--- config.mk ---
export PLATFORM = sky130hd
export DESIGN_NAME = hierarchical_timer_wheel_top
export DESIGN_NICKNAME = d
export VERILOG_FILES = /design/src/rtl/core/htw_pkg.sv /design/src/rtl/core/hierarchical_timer_wheel_top.sv /design/src/rtl/core/htw_datapath.sv /design/src/rtl/core/htw_ctrl.sv
export SDC_FILE = /design/constraint.sdc
export NUM_CORES = 2
export LEC_CHECK = 0
export ABC_AREA = 1
export BUFFER_PORTS_ARGS = -buffer_cell sky130_fd_sc_hd__buf_2
export CORE_MARGIN = 8
export CORE_UTILIZATION = 40
export CTS_BUF_LIST = sky130_fd_sc_hd__clkbuf_2
export DETAILED_ROUTE_END_ITERATION = 10
export PLACE_DENSITY_LB_ADDON = 0.2
export SETUP_SLACK_MARGIN = 0.05
export SYNTH_ARGS = -nofsm -noshare
export SYNTH_HDL_FRONTEND = slang
export SYNTH_SLANG_ARGS = --single-unit
--- constraint.sdc ---
create_clock -name clk_i -period 9.4 [get_ports clk_i]
set_clock_uncertainty 0.1 [all_clocks]
set_input_delay 1.88 -clock clk_i [delete_from_list [all_inputs] [get_ports clk_i]]
set_output_delay 1.88 -clock clk_i [all_outputs]
set_load 0.05 [all_outputs]
--- src/rtl/core/htw_pkg.sv ---
// Package: types, constants and helpers for the hierarchical timer wheel.
`timescale 1ns / 1ps
package htw_pkg;

  localparam int WheelBitsDef = 8;
  localparam int NumTimersDef = 32;
  localparam int TickBitsDef  = 48;
  localparam int IdW          = $clog2(NumTimersDef);
  localparam int TickW        = TickBitsDef;
  localparam int CntW         = $clog2(NumTimersDef) + 1;

  localparam logic [1:0] MODE_RESTART = 2'd0;
  localparam logic [1:0] MODE_ENABLE  = 2'd1;
  localparam logic [1:0] MODE_REMOVE  = 2'd2;
  localparam logic [1:0] MODE_TICK    = 2'd3;

  localparam logic [1:0] ST_OK      = 2'd0;
  localparam logic [1:0] ST_BUSY    = 2'd1;
  localparam logic [1:0] ST_NOENTRY = 2'd2;

  typedef struct packed {
    logic [1:0]       mode;
    logic [IdW-1:0]   timer_id;
    logic [TickW-1:0] due_tick;
    logic [TickW-1:0] now_tick;
  } in_item_t;

  typedef struct packed {
    logic [1:0]      status;
    logic            expired_valid;
    logic [IdW-1:0]  expired_timer;
    logic [CntW-1:0] expired_count;
    logic            last;
  } out_item_t;

  // controller -> datapath commands
  typedef struct packed {
    logic load;       // capture input item
    logic restart;    // clear table, set wheel tick
    logic enable;     // place addressed timer
    logic remove;     // remove addressed timer
    logic scan_start; // reset scan pointer for a pass
    logic scan_step;  // process entry at pointer
    logic [1:0] pass; // 1..3 cascade level, 0 expiry pass
    logic advance;    // wheel tick + 1
    logic emit_last;  // result is final
  } htw_cmd_t;

  // datapath -> controller status
  typedef struct packed {
    logic [1:0] mode;
    logic       tick_due;   // wheel tick <= now
    logic       low_zero;   // level 0 digit is zero
    logic       l1_zero;    // level 1 digit is zero
    logic       l2_zero;    // level 2 digit is zero
    logic       scan_end;   // pointer at last entry
    logic       hit;        // expiry hit at pointer
    logic       any_hit;    // at least one expiry found
  } htw_stat_t;

endpackage

--- src/rtl/core/hierarchical_timer_wheel_top.sv ---
// Top level of the four-level hierarchical timer wheel.
// Usage:
//  - in channel (in_valid_i/in_ready_o, in_item_i) takes one command item:
//    restart, enable timer, remove timer or tick.
//  - out channel (out_valid_o/out_ready_i, out_item_o) returns results;
//    last marks the final result of a command.
//  - restart/enable/remove: one result per item.
//  - tick: when the low digit is zero, a cascade pass over all NUM_TIMERS
//    entries per cascaded level (up to three) and an advance step, then an
//    expiry pass over all entries and one closing result step. The table
//    scan visits one entry per cycle, unless the receiver stalls the expiry pass.
//  - expired timers leave in ascending id order, at most one per cycle; the
//    latest is held until the scan ends so the final one carries the count
//    and last. A tick with no expiry gives one empty result.
//  - a stalled receiver holds the expiry scan at its current entry.
//  - reset clears all enabled/placed flags and sets the wheel tick to one;
//    timer due, level and slot are written on enable.
`timescale 1ns / 1ps
module hierarchical_timer_wheel_top #(
  parameter int WHEEL_BITS = htw_pkg::WheelBitsDef
) (
  input  logic               clk_i,
  input  logic               rst_ni,
  input  logic               in_valid_i,
  output logic               in_ready_o,
  input  htw_pkg::in_item_t  in_item_i,
  output logic               out_valid_o,
  input  logic               out_ready_i,
  output htw_pkg::out_item_t out_item_o
);
  import htw_pkg::*;

  htw_cmd_t  cmd;
  htw_stat_t stat;
  out_item_t res;

  htw_datapath #(
    .WHEEL_BITS(WHEEL_BITS)
  ) u_dp (
    .clk_i(clk_i), .rst_ni(rst_ni), .in_i(in_item_i),
    .cmd_i(cmd), .stat_o(stat), .res_o(res)
  );

  htw_ctrl u_ctrl (
    .clk_i(clk_i), .rst_ni(rst_ni),
    .in_valid_i(in_valid_i), .in_ready_o(in_ready_o),
    .out_valid_o(out_valid_o), .out_ready_i(out_ready_i),
    .res_i(res), .out_o(out_item_o), .stat_i(stat), .cmd_o(cmd)
  );

endmodule

--- src/rtl/core/htw_datapath.sv ---
// Datapath: timer table, wheel tick, placement and scan logic.
`timescale 1ns / 1ps
module htw_datapath #(
  parameter int WHEEL_BITS = htw_pkg::WheelBitsDef
) (
  input  logic                clk_i,
  input  logic                rst_ni,
  input  htw_pkg::in_item_t   in_i,
  input  htw_pkg::htw_cmd_t   cmd_i,
  output htw_pkg::htw_stat_t  stat_o,
  output htw_pkg::out_item_t  res_o
);
  import htw_pkg::*;

  localparam int NUM_TIMERS = NumTimersDef;
  localparam int TICK_BITS  = TickBitsDef;
  localparam int PtrW = (NUM_TIMERS > 1) ? $clog2(NUM_TIMERS) : 1;
  localparam int SlotW = WHEEL_BITS;

  logic [TICK_BITS-1:0] wheel_q, wheel_d;
  logic [TICK_BITS-1:0] due_q [NUM_TIMERS];
  logic [1:0]           lvl_q [NUM_TIMERS];
  logic [SlotW-1:0]     slot_q[NUM_TIMERS];
  logic [NUM_TIMERS-1:0] en_q, pl_q;
  in_item_t             it_q;
  logic [PtrW-1:0]      ptr_q;
  logic [CntW-1:0]      cnt_q;

  logic [TICK_BITS-1:0] now_w, due_in_w;
  logic                 id_ok;
  logic [PtrW-1:0]      id_w;

  assign now_w    = it_q.now_tick[TICK_BITS-1:0];
  assign due_in_w = it_q.due_tick[TICK_BITS-1:0];
  assign id_ok    = ({{(32-IdW){1'b0}}, it_q.timer_id} < NUM_TIMERS);
  assign id_w     = it_q.timer_id[PtrW-1:0];

  // placement of one due time against the wheel tick
  typedef struct packed {
    logic [TICK_BITS-1:0] due;
    logic [1:0]           lvl;
    logic [SlotW-1:0]     slot;
  } place_t;

  function automatic place_t place(input logic [TICK_BITS-1:0] d_in,
                                   input logic [TICK_BITS-1:0] wt);
    place_t p;
    logic [TICK_BITS-1:0] d, gap, sd;
    d = (d_in < wt) ? wt : d_in;
    gap = d - wt;
    p.due = d;
    sd = d;
    if (gap < (TICK_BITS'(1) << WHEEL_BITS)) begin
      p.lvl = 2'd0;
      p.slot = sd[SlotW-1:0];
    end else if (gap < (TICK_BITS'(1) << (2*WHEEL_BITS))) begin
      p.lvl = 2'd1;
      p.slot = SlotW'(sd >> WHEEL_BITS);
    end else if (gap < (TICK_BITS'(1) << (3*WHEEL_BITS))) begin
      p.lvl = 2'd2;
      p.slot = SlotW'(sd >> (2*WHEEL_BITS));
    end else begin
      if (gap > TICK_BITS'(33'h0_ffff_ffff)) begin
        sd = wt + TICK_BITS'(33'h0_ffff_ffff);
      end
      p.lvl = 2'd3;
      p.slot = SlotW'(sd >> (3*WHEEL_BITS));
    end
    return p;
  endfunction

  place_t pl_en, pl_sc;
  logic [SlotW-1:0] pass_slot;
  logic             match;

  assign pl_en = place(due_in_w, wheel_q);
  assign pl_sc = place(due_q[ptr_q], wheel_q);

  always_comb begin
    case (cmd_i.pass)
      2'd1:    pass_slot = SlotW'(wheel_q >> WHEEL_BITS);
      2'd2:    pass_slot = SlotW'(wheel_q >> (2*WHEEL_BITS));
      2'd3:    pass_slot = SlotW'(wheel_q >> (3*WHEEL_BITS));
      default: pass_slot = wheel_q[SlotW-1:0] - SlotW'(1);  // old tick after advance
    endcase
  end

  assign match = pl_q[ptr_q] && (lvl_q[ptr_q] == cmd_i.pass) &&
                 (slot_q[ptr_q] == pass_slot);

  assign wheel_d = cmd_i.restart ? now_w + TICK_BITS'(1) : wheel_q + TICK_BITS'(1);

  always_ff @(posedge clk_i or negedge rst_ni) begin
    if (!rst_ni) begin
      wheel_q <= TICK_BITS'(1);
      en_q    <= '0;
      pl_q    <= '0;
      ptr_q   <= '0;
      cnt_q   <= '0;
    end else begin
      if (cmd_i.restart) begin
        en_q <= '0;
        pl_q <= '0;
      end
      if (cmd_i.restart || cmd_i.advance) wheel_q <= wheel_d;
      if (cmd_i.enable && id_ok && !en_q[id_w]) begin
        en_q[id_w] <= 1'b1;
        pl_q[id_w] <= 1'b1;
      end
      if (cmd_i.remove && id_ok && pl_q[id_w]) begin
        en_q[id_w] <= 1'b0;
        pl_q[id_w] <= 1'b0;
      end
      if (cmd_i.load) cnt_q <= '0;
      if (cmd_i.scan_start) ptr_q <= '0;
      else if (cmd_i.scan_step) ptr_q <= ptr_q + PtrW'(1);
      if (cmd_i.scan_step) begin
        if (match) begin
          if (cmd_i.pass == 2'd0) begin
            pl_q[ptr_q] <= 1'b0;
            en_q[ptr_q] <= 1'b0;
            if (en_q[ptr_q]) cnt_q <= cnt_q + CntW'(1);
          end else if (!en_q[ptr_q]) begin
            pl_q[ptr_q] <= 1'b0;
          end
        end
      end
    end
  end

  // payload registers, no reset
  always_ff @(posedge clk_i) begin
    if (cmd_i.load) it_q <= in_i;
    if (cmd_i.enable && id_ok && !en_q[id_w]) begin
      due_q[id_w]  <= pl_en.due;
      lvl_q[id_w]  <= pl_en.lvl;
      slot_q[id_w] <= pl_en.slot;
    end
    if (cmd_i.scan_step && match && cmd_i.pass != 2'd0 && en_q[ptr_q]) begin
      due_q[ptr_q]  <= pl_sc.due;
      lvl_q[ptr_q]  <= pl_sc.lvl;
      slot_q[ptr_q] <= pl_sc.slot;
    end
  end

  assign stat_o.mode     = it_q.mode;
  assign stat_o.tick_due = (wheel_q <= now_w);
  assign stat_o.low_zero = (wheel_q[SlotW-1:0] == '0);
  assign stat_o.l1_zero  = (SlotW'(wheel_q >> WHEEL_BITS) == '0);
  assign stat_o.l2_zero  = (SlotW'(wheel_q >> (2*WHEEL_BITS)) == '0);
  assign stat_o.scan_end = ({{(32-PtrW){1'b0}}, ptr_q} == NUM_TIMERS - 1);
  assign stat_o.hit      = match && en_q[ptr_q] && (cmd_i.pass == 2'd0);
  assign stat_o.any_hit  = (cnt_q != '0);

  // result formed from the current command and table state
  always_comb begin
    res_o = '0;
    res_o.last = cmd_i.emit_last;
    case (it_q.mode)
      MODE_ENABLE: begin
        if (!id_ok) res_o.status = ST_NOENTRY;
        else if (en_q[id_w]) res_o.status = ST_BUSY;
      end
      MODE_REMOVE: begin
        if (!id_ok || !pl_q[id_w]) res_o.status = ST_NOENTRY;
      end
      MODE_TICK: begin
        if (cmd_i.scan_step) begin
          res_o.expired_valid = 1'b1;
          res_o.expired_timer = IdW'(ptr_q);
        end
        if (cmd_i.emit_last) res_o.expired_count = cnt_q;
      end
      default: ;
    endcase
  end

endmodule

--- src/rtl/core/htw_ctrl.sv ---
// Controller: sequences commands, scan passes and result handshake.
`timescale 1ns / 1ps
module htw_ctrl (
  input  logic                clk_i,
  input  logic                rst_ni,
  input  logic                in_valid_i,
  output logic                in_ready_o,
  output logic                out_valid_o,
  input  logic                out_ready_i,
  input  htw_pkg::out_item_t  res_i,
  output htw_pkg::out_item_t  out_o,
  input  htw_pkg::htw_stat_t  stat_i,
  output htw_pkg::htw_cmd_t   cmd_o
);
  import htw_pkg::*;

  typedef enum logic [2:0] {
    S_IDLE, S_DECODE, S_CASC, S_EXP, S_WAIT, S_FINAL
  } state_e;

  state_e     state_q, state_d;
  logic [1:0] lvl_q, lvl_d;
  logic       ov_q, ov_d;
  out_item_t  out_q, out_d;
  out_item_t  held_q, held_d;   // latest expiry, sent once the next is known

  assign in_ready_o  = (state_q == S_IDLE) && !ov_q;
  assign out_valid_o = ov_q;
  assign out_o       = out_q;

  always_comb begin
    cmd_o   = '0;
    state_d = state_q;
    lvl_d   = lvl_q;
    ov_d    = ov_q && !out_ready_i;
    out_d   = out_q;
    held_d  = held_q;
    cmd_o.pass = lvl_q;
    case (state_q)
      S_IDLE: begin
        if (in_valid_i && in_ready_o) begin
          cmd_o.load = 1'b1;
          state_d = S_DECODE;
        end
      end
      S_DECODE: begin
        cmd_o.emit_last = 1'b1;
        cmd_o.scan_start = 1'b1;
        case (stat_i.mode)
          MODE_RESTART: begin
            cmd_o.restart = 1'b1;
            out_d = res_i; ov_d = 1'b1; state_d = S_IDLE;
          end
          MODE_ENABLE: begin
            cmd_o.enable = 1'b1;
            out_d = res_i; ov_d = 1'b1; state_d = S_IDLE;
          end
          MODE_REMOVE: begin
            cmd_o.remove = 1'b1;
            out_d = res_i; ov_d = 1'b1; state_d = S_IDLE;
          end
          default: begin
            if (!stat_i.tick_due) begin
              out_d = res_i; ov_d = 1'b1; state_d = S_IDLE;
            end else if (stat_i.low_zero) begin
              cmd_o.emit_last = 1'b0;
              lvl_d = 2'd1; state_d = S_CASC;
            end else begin
              cmd_o.emit_last = 1'b0;
              cmd_o.advance = 1'b1;
              lvl_d = 2'd0; state_d = S_EXP;
            end
          end
        endcase
      end
      S_CASC: begin
        cmd_o.scan_step = 1'b1;
        if (stat_i.scan_end) begin
          cmd_o.scan_start = 1'b1;
          if ((lvl_q == 2'd1 && stat_i.l1_zero) || (lvl_q == 2'd2 && stat_i.l2_zero)) begin
            lvl_d = lvl_q + 2'd1;
          end else begin
            cmd_o.scan_step = 1'b1;
            lvl_d = 2'd0;
            state_d = S_WAIT;
          end
        end
      end
      S_WAIT: begin
        // advance before the expiry pass
        cmd_o.advance = 1'b1;
        cmd_o.scan_start = 1'b1;
        state_d = S_EXP;
      end
      S_EXP: begin
        if (!ov_q || out_ready_i) begin
          cmd_o.scan_step = 1'b1;
          if (stat_i.hit) begin
            // a newer hit releases the held one as a non-final result
            held_d = res_i;
            if (stat_i.any_hit) begin
              out_d = held_q;
              ov_d = 1'b1;
            end
          end
          if (stat_i.scan_end) state_d = S_FINAL;
        end
      end
      S_FINAL: begin
        if (!ov_q || out_ready_i) begin
          cmd_o.emit_last = 1'b1;
          out_d = res_i;
          out_d.expired_valid = 1'b0;
          out_d.expired_timer = '0;
          if (stat_i.any_hit) begin
            // last expiry carries the count and the last flag
            out_d.expired_valid = 1'b1;
            out_d.expired_timer = held_q.expired_timer;
          end
          ov_d = 1'b1;
          state_d = S_IDLE;
        end
      end
      default: state_d = S_IDLE;
    endcase
  end

  always_ff @(posedge clk_i or negedge rst_ni) begin
    if (!rst_ni) begin
      state_q <= S_IDLE;
      lvl_q   <= 2'd0;
      ov_q    <= 1'b0;
      out_q   <= '0;
      held_q  <= '0;
    end else begin
      state_q <= state_d;
      lvl_q   <= lvl_d;
      ov_q    <= ov_d;
      out_q   <= out_d;
      held_q  <= held_d;
    end
  end

endmodule

Word-level counts from Yosys, hierarchy flattened --
Memories as Yosys holds them, arrays and structs flattened. Index checks and enable logic that the tools add are counted.
Storage, ports and cells: flip-flop bits (word level) 262, RAM bits 1856, input bits 107, memories kept 3
Memories:
- u_dp.due_q | words 32, width 48, rd ports 1, clocked after Yosys merged registers in 0, wr ports 1, RTL line htw_datapath.sv:21 | logic [TICK_BITS-1:0] due_q [NUM_TIMERS];
- u_dp.slot_q | words 32, width 8, rd ports 1, clocked after Yosys merged registers in 0, wr ports 1, RTL line htw_datapath.sv:23 | logic [SlotW-1:0] slot_q[NUM_TIMERS];
- u_dp.lvl_q | words 32, width 2, rd ports 1, clocked after Yosys merged registers in 0, wr ports 1, RTL line htw_datapath.sv:22 | logic [1:0] lvl_q [NUM_TIMERS];
Operators by class: $add $sub $neg 9, order comparisons 15, eq/ne operators 25, mux-type cells 109, bitwise operators 8, reductions and logical operators 42
Operators by type and width (count):
- $mux W32 | 15
- $mux W48 | 4
- $and A32 B32 Y32 | 4
- $add A48 B1 Y48 const B | 2
- $gt A48 B32 Y1 const B | 2
- $lt A48 B17 Y1 const B | 2
- $lt A48 B25 Y1 const B | 2
- $lt A48 B48 Y1 | 2
- $lt A48 B9 Y1 const B | 2
- $sub A48 B48 Y48 | 2
- $mux W15 | 6
- $not A32 Y32 | 2
- $or A32 B32 Y32 | 2
- $le A48 B48 Y1 | 1
- $mux W6 | 8
- $reduce_or A48 Y1 | 1
- $pmux W15 S3 | 1
- $mux W10 | 4
- $add A32 B32 Y32 const B | 1
- $mux W1 | 29
- $mux W3 | 9
- $mux W5 | 5
- $logic_not A8 Y1 | 3
- $pmux W8 S3 | 1
- 41 further kinds | 98

Depth between registers and ports, before layout --
depth in word-level cells 13, depth in mapped cells 57

Hierarchy --
From an unflattened synthesis, not the netlist that was laid out.
Second synthesis, totals: cell total of the unflattened synthesis 13667, area, all modules 120280.4 sq um
By module, submodules not included:
- htw_datapath | instances 1, cells each 13397, area an instance 118342.2 sq um
- htw_ctrl | instances 1, cells each 270, area an instance 1938.1 sq um

Worst setup path before layout --
Ideal clock, no wire load.
path kind reg-to-reg, from register u_dp.ptr_q[0], to memory u_dp.lvl_q[0][0] (data pin), setup time 0.398 ns, data arrival time 7.731 ns, data required time 8.902 ns, path slack 1.171 ns, cell stages (with the launch flop) 48, path through dfrtp_1 > buf_4 > buf_4 > buf_6 > buf_4 > buf_4 > buf_6 > buf_2 > buf_2 > clkbuf_1 > o21ai_0 > o22ai_1 > nand2_1 > nand2_1 > a221oi_1 > nand4_1 > ha_1 > nand2_1 > [12 not listed] > or2_2 > o21ai_1 > inv_1 > ha_1 > a21o_1 > a21oi_1 > o21ai_0 > a21o_1 > a21oi_1 > inv_1 > a21oi_1 > xor2_1 > nand3_1 > nor2_1 > inv_1 > nor2_1 > nand4_1 > a31oi_1
On the way: longest elaborated chain between the ends 11
RTL lines:
- start, declared | RTL line htw_datapath.sv:26 | logic [PtrW-1:0] ptr_q;
- start signal, assigned | RTL line htw_datapath.sv:116 | else if (cmd_i.scan_step) ptr_q <= ptr_q + PtrW'(1);
- parallel branches: the longest is 10 deep, another holds $mem_v2 Z32 W48
- $mux W2 (no line) *
- end, declared | RTL line htw_datapath.sv:22
Mark *: on every way between the ends. The select of a mux whose other input is x is not followed.

Final worst setup path --
from register u_dp.ptr_q[0], to memory u_dp.slot_q[1][7] (netlist bit) (data pin)
On the way: longest elaborated chain between the ends 11
RTL lines (RTL line):
- parallel branches: the longest is 10 deep, another holds $mem_v2 Z32 W48
- $mux W8 (no line) *
- end, declared | htw_datapath.sv:23
Marks and branches as above.

==> impl_metrics.json <==
{
  "fmax_mhz": 112,
  "synth_cells": 9059,
  "crit_slowest_cell": "dfrtp_4",
  "cts_buffer_depth": 4,
  "viasPerCell": 5.79,
  "grt_pass1_vias": 73500,
  "fill_cells": 22900,
  "ios": 124,
  "drtIter0Drc": 8409,
  "dieWidth_um": 511,
  "cp_top_family": "simple AND/OR/NAND/NOR gates",
  "cp.depth": 42,
  "crit_type": "reg -> reg",
  "rsz0062_at_grt": "no",
  "finalHoldViolations": 0,
  "hold_path_depth": 1,
  "syn_to_final_growth_pct": 13.2,
  "hpwl_mm": 221,
  "syn_area_um2": 97900,
  "fin_nets": 10100,
  "grt_start_max_net_pins": 115,
  "core_um2": 243000,
  "hp-class": "in -> reg",
  "crit_path_start_kind": "flop",
  "antenna_found_initial": 17,
  "grt_remaining_overflow": 0,
  "grt_pass1_wl_mm": 513,
  "leakage_uw": 0.0415,
  "reg2reg_depth": 42,
  "wl_per_cell_um": 27.1,
  "cpPeakStageDelay_ps": 580,
  "grt.busiest_layer": "met2",
  "worst_path_most_repeated_cell": "nand2_1",
  "status": "finished, violations left",
  "port_buffers": 123,
  "r2r_end": "u_dp.slot_q[1][7]$_DFFE_PP_",
  "cts.sinks": 2118,
  "ys_warn_count": 0,
  "hp-start": "in_item_i[33]",
  "async_flop_share_pct": 7.51,
  "cap_violations": 0,
  "gr-usage-met1_pct": 37.1,
  "cp_max_fo": 64,
  "synth_cell_types": 68,
  "cp_data_arrival_time_ps": 10300,
  "vias": 77200,
  "finalSetupViolations": 0,
  "relSlewSlack_pct": 4.31,
  "hold_end": "u_dp.now_w[33]$_DFFE_PP_",
  "worstMarginPinSlew_ps": 1420,
  "grt_usage_pct": 26.4,
  "tritoncts": "done",
  "power.density_nw_per_um2": 338,
  "violations": "DRC",
  "multi_input_area_um2": 31100,
  "end_kind": "flop",
  "ys.flop_type": "edfxtp_1",
  "cts_root_buf": "clkbuf_2",
  "worst_hold_slack_ps": 230,
  "grt_util_met3_pct": 5.44,
  "synth.avg_cell_area_um2": 10.8,
  "synth_nets": 9422,
  "htreeDepth": 6,
  "ys_seq_area_share_pct": 64.1,
  "fin_crit_ps": 8950,
  "rrSetupSlack_ps": 450,
  "fin_crit_sh_pct": 95.2,
  "ant_nets": 0,
  "r2r_start": "u_dp.ptr_q[0]$_DFFE_PN0P_",
  "met2_usage_pct": 40.8,
  "cp.buffers_inverters": 11,
  "drive_gt1_share_pct": 15.4,
  "regArea_um2": 62800,
  "synth_seq_cells": 2118,
  "synth_area_leaders": "edfxtp_1 60%, o21ai_0 6.7%, nor2_1 5.4%",
  "clkTransAtPathRegs_ps": 90,
  "clk_latency_ps": 2010,
  "yosysTopAreaCellShare_pct": 60.1,
  "ir_worst_vdd_uv": 285,
  "drc_errors": 1,
  "tritoncts.num_buffers": 568,
  "initial_core_util_pct": 40.2,
  "dieHeight_um": 511,
  "yosysTopAreaCell": "edfxtp_1",
  "finalPower_uw": 37400,
  "drv_slew": 0,
  "drt-total-wl_mm": 361,
  "dr.pass1.iters": 11,
  "synth_edf_count": 1959,
  "gp_congestion": 0.977,
  "required_ps": 10750,
  "dieArea_um2": 261000,
  "std_cell_rows": 181
}
[metal layers]
| layer | wire length, um | up-vias | share of wire, % |
|---|---|---|---|
| li1 | - | 34300 | - |
| met1 | 154000 | 38200 | 43 |
| met2 | 161000 | 3928 | 45 |
| met3 | 33600 | 724 | 9.3 |
| met4 | 12400 | 4 | 3.4 |
| met5 | 23 | - | 0.0064 |
[layout make-up]
type | count | share of cell area (%)
antenna | 17 | 0.0384
clock buffer | 807 | 3.64
clock inverter | 130 | 0.818
inverter | 650 | 2.24
multi-input combinational | 5822 | 28.1
sequential | 2118 | 56.7
tap | 3202 | 3.61
timing repair buffer | 597 | 4.92
timing repair inverter | 1 | 0.00677
[repair_timing]
item	CTS	global route
resized for setup	1	22
buffers inserted	0	25
pin swaps	0	13
endpoints found under the hold margin	128	0
setup endpoints to repair	22	320
hold buffers	63	0
gates cloned	0	1
[how the worst max path moves through the flow]
| stage | end | startpoint |
|---|---|---|
| detailed placement | u_dp.slot_q[30][0]$_DFFE_PP_ | u_dp.ptr_q[0]$_DFFE_PN0P_ |
| floorplan | u_dp.lvl_q[0][0]$_DFFE_PP_ | u_dp.ptr_q[0]$_DFFE_PN0P_ |
| global route | u_dp.slot_q[0][7]$_DFFE_PP_ | u_dp.ptr_q[0]$_DFFE_PN0P_ |
| finish | u_dp.slot_q[1][7]$_DFFE_PP_ | u_dp.ptr_q[0]$_DFFE_PN0P_ |
| global placement | u_dp.slot_q[8][0]$_DFFE_PP_ | u_dp.ptr_q[0]$_DFFE_PN0P_ |
| CTS | u_dp.slot_q[3][7]$_DFFE_PP_ | u_dp.ptr_q[0]$_DFFE_PN0P_ |
[registers in the layout, indices dropped and copies added (netlist names)]
| signal | count |
|---|---|
| u_dp.due_in_w | 48 |
| u_ctrl.lvl_q | 2 |
| u_dp.ptr_q | 5 |
| u_dp.pl_q | 32 |
| u_dp.stat_o | 2 |
| u_dp.id_w | 5 |
| u_dp.lvl_q | 64 |
| u_dp.slot_q | 256 |
| u_dp.cnt_q | 6 |
| u_dp.wheel_q | 48 |
| u_dp.en_q | 32 |
| u_dp.now_w | 48 |
| u_ctrl.out_o | 15 |
| u_ctrl.out_valid_o | 1 |
| u_dp.due_q | 1536 |
| u_ctrl.held_q | 15 |
| u_ctrl.state_q | 3 |
[cell usage in the layout (no fill, tap or decap), drive strengths merged, types with 7 or more instances in the layout]
| master | n |
|---|---|
| a211oi | 7 |
| a21boi | 8 |
| a21o | 16 |
| a21oi | 254 |
| a221oi | 67 |
| a22o | 78 |
| a22oi | 86 |
| a31oi | 28 |
| a32oi | 9 |
| buf | 534 |
| bufinv | 14 |
| clkbuf | 807 |
| clkinv | 98 |
| clkinvlp | 8 |
| dfrtp | 158 |
| diode | 17 |
| dlygate4sd3 | 63 |
| edfxtp | 1959 |
| ha | 254 |
| inv | 661 |
| nand2 | 1096 |
| nand3 | 181 |
| nand4 | 93 |
| nor2 | 1408 |
| nor3 | 91 |
| nor4 | 26 |
| o211ai | 21 |
| o21a | 9 |
| o21ai | 1362 |
| o21bai | 21 |
| o221ai | 10 |
| o22ai | 472 |
| o31ai | 34 |
| or2 | 41 |
| xnor2 | 39 |
| xor2 | 81 |
[where the power goes]
part | leakage [uW] | internal (uW) | switching, uW
Combinational | 0.0178 | 5510 | 13100
Clock | 0.00381 | 2670 | 3860
Sequential | 0.0198 | 12000 | 258
[through the flow]
step	TNS, ps	std cells	worst slack [ps]	util, %	cell area, um2
6_report	0	13300	452	45.5	111000
3_3_place_gp	-8870	12300	-93.8	43.1	105000
2_1_floorplan	0	9059	1170	-	97900
5_1_grt	0	13300	24.9	45.5	111000
3_5_place_dp	0	12300	60.2	43.1	105000
4_1_cts	0	13300	64.7	45.4	111000
[cell families (layout without fill, tap and decap cells)]
| logic type | count (synthesis) | count (layout) | share of synthesized area (%) |
|---|---|---|---|
| AO/OA/AOI/OAI | 2496 | 2496 | 14.6 |
| other | 0 | 17 | 0 |
| flip-flops | 2118 | 2118 | 64.1 |
| buffers and inverters | 1119 | 2185 | 4.57 |
| adder cells (fa/ha/maj) | 256 | 256 | 3.29 |
| XOR/XNOR | 120 | 120 | 1.07 |
| AND/OR/NAND/NOR | 2950 | 2950 | 12.3 |
[synth_stat cells (5+ instances only)]
cell type and n:
inv_1 634, o31ai_1 34, clkbuf_1 295, a221oi_1 66, a21boi_0 8, a22oi_1 86, nand4_1 92, xnor2_1 39
ha_1 254, inv_2 14, nand3b_1 5, o22ai_1 472, or2_2 35, o211ai_1 21, o21ai_2 5, buf_4 11
nor4_1 22, o221ai_1 10, a21oi_1 253, nor2_1 1400, o21bai_1 21, dfrtp_1 158, nor2_2 5, o21ai_0 1310
edfxtp_1 1959, nand2_1 1093, buf_2 135, a32oi_1 9, nand3_1 176, o2111ai_1 5, buf_6 9, a211oi_1 7
nor3_2 7, nand3_2 5, nor3_1 82, o21a_1 9, and3_1 5, buf_1 19, or2_1 5, o21ai_1 47
xor2_1 81, a22o_1 78, a31oi_1 28, a21o_1 16
Note: power is estimated with default switching activity, not from simulation.
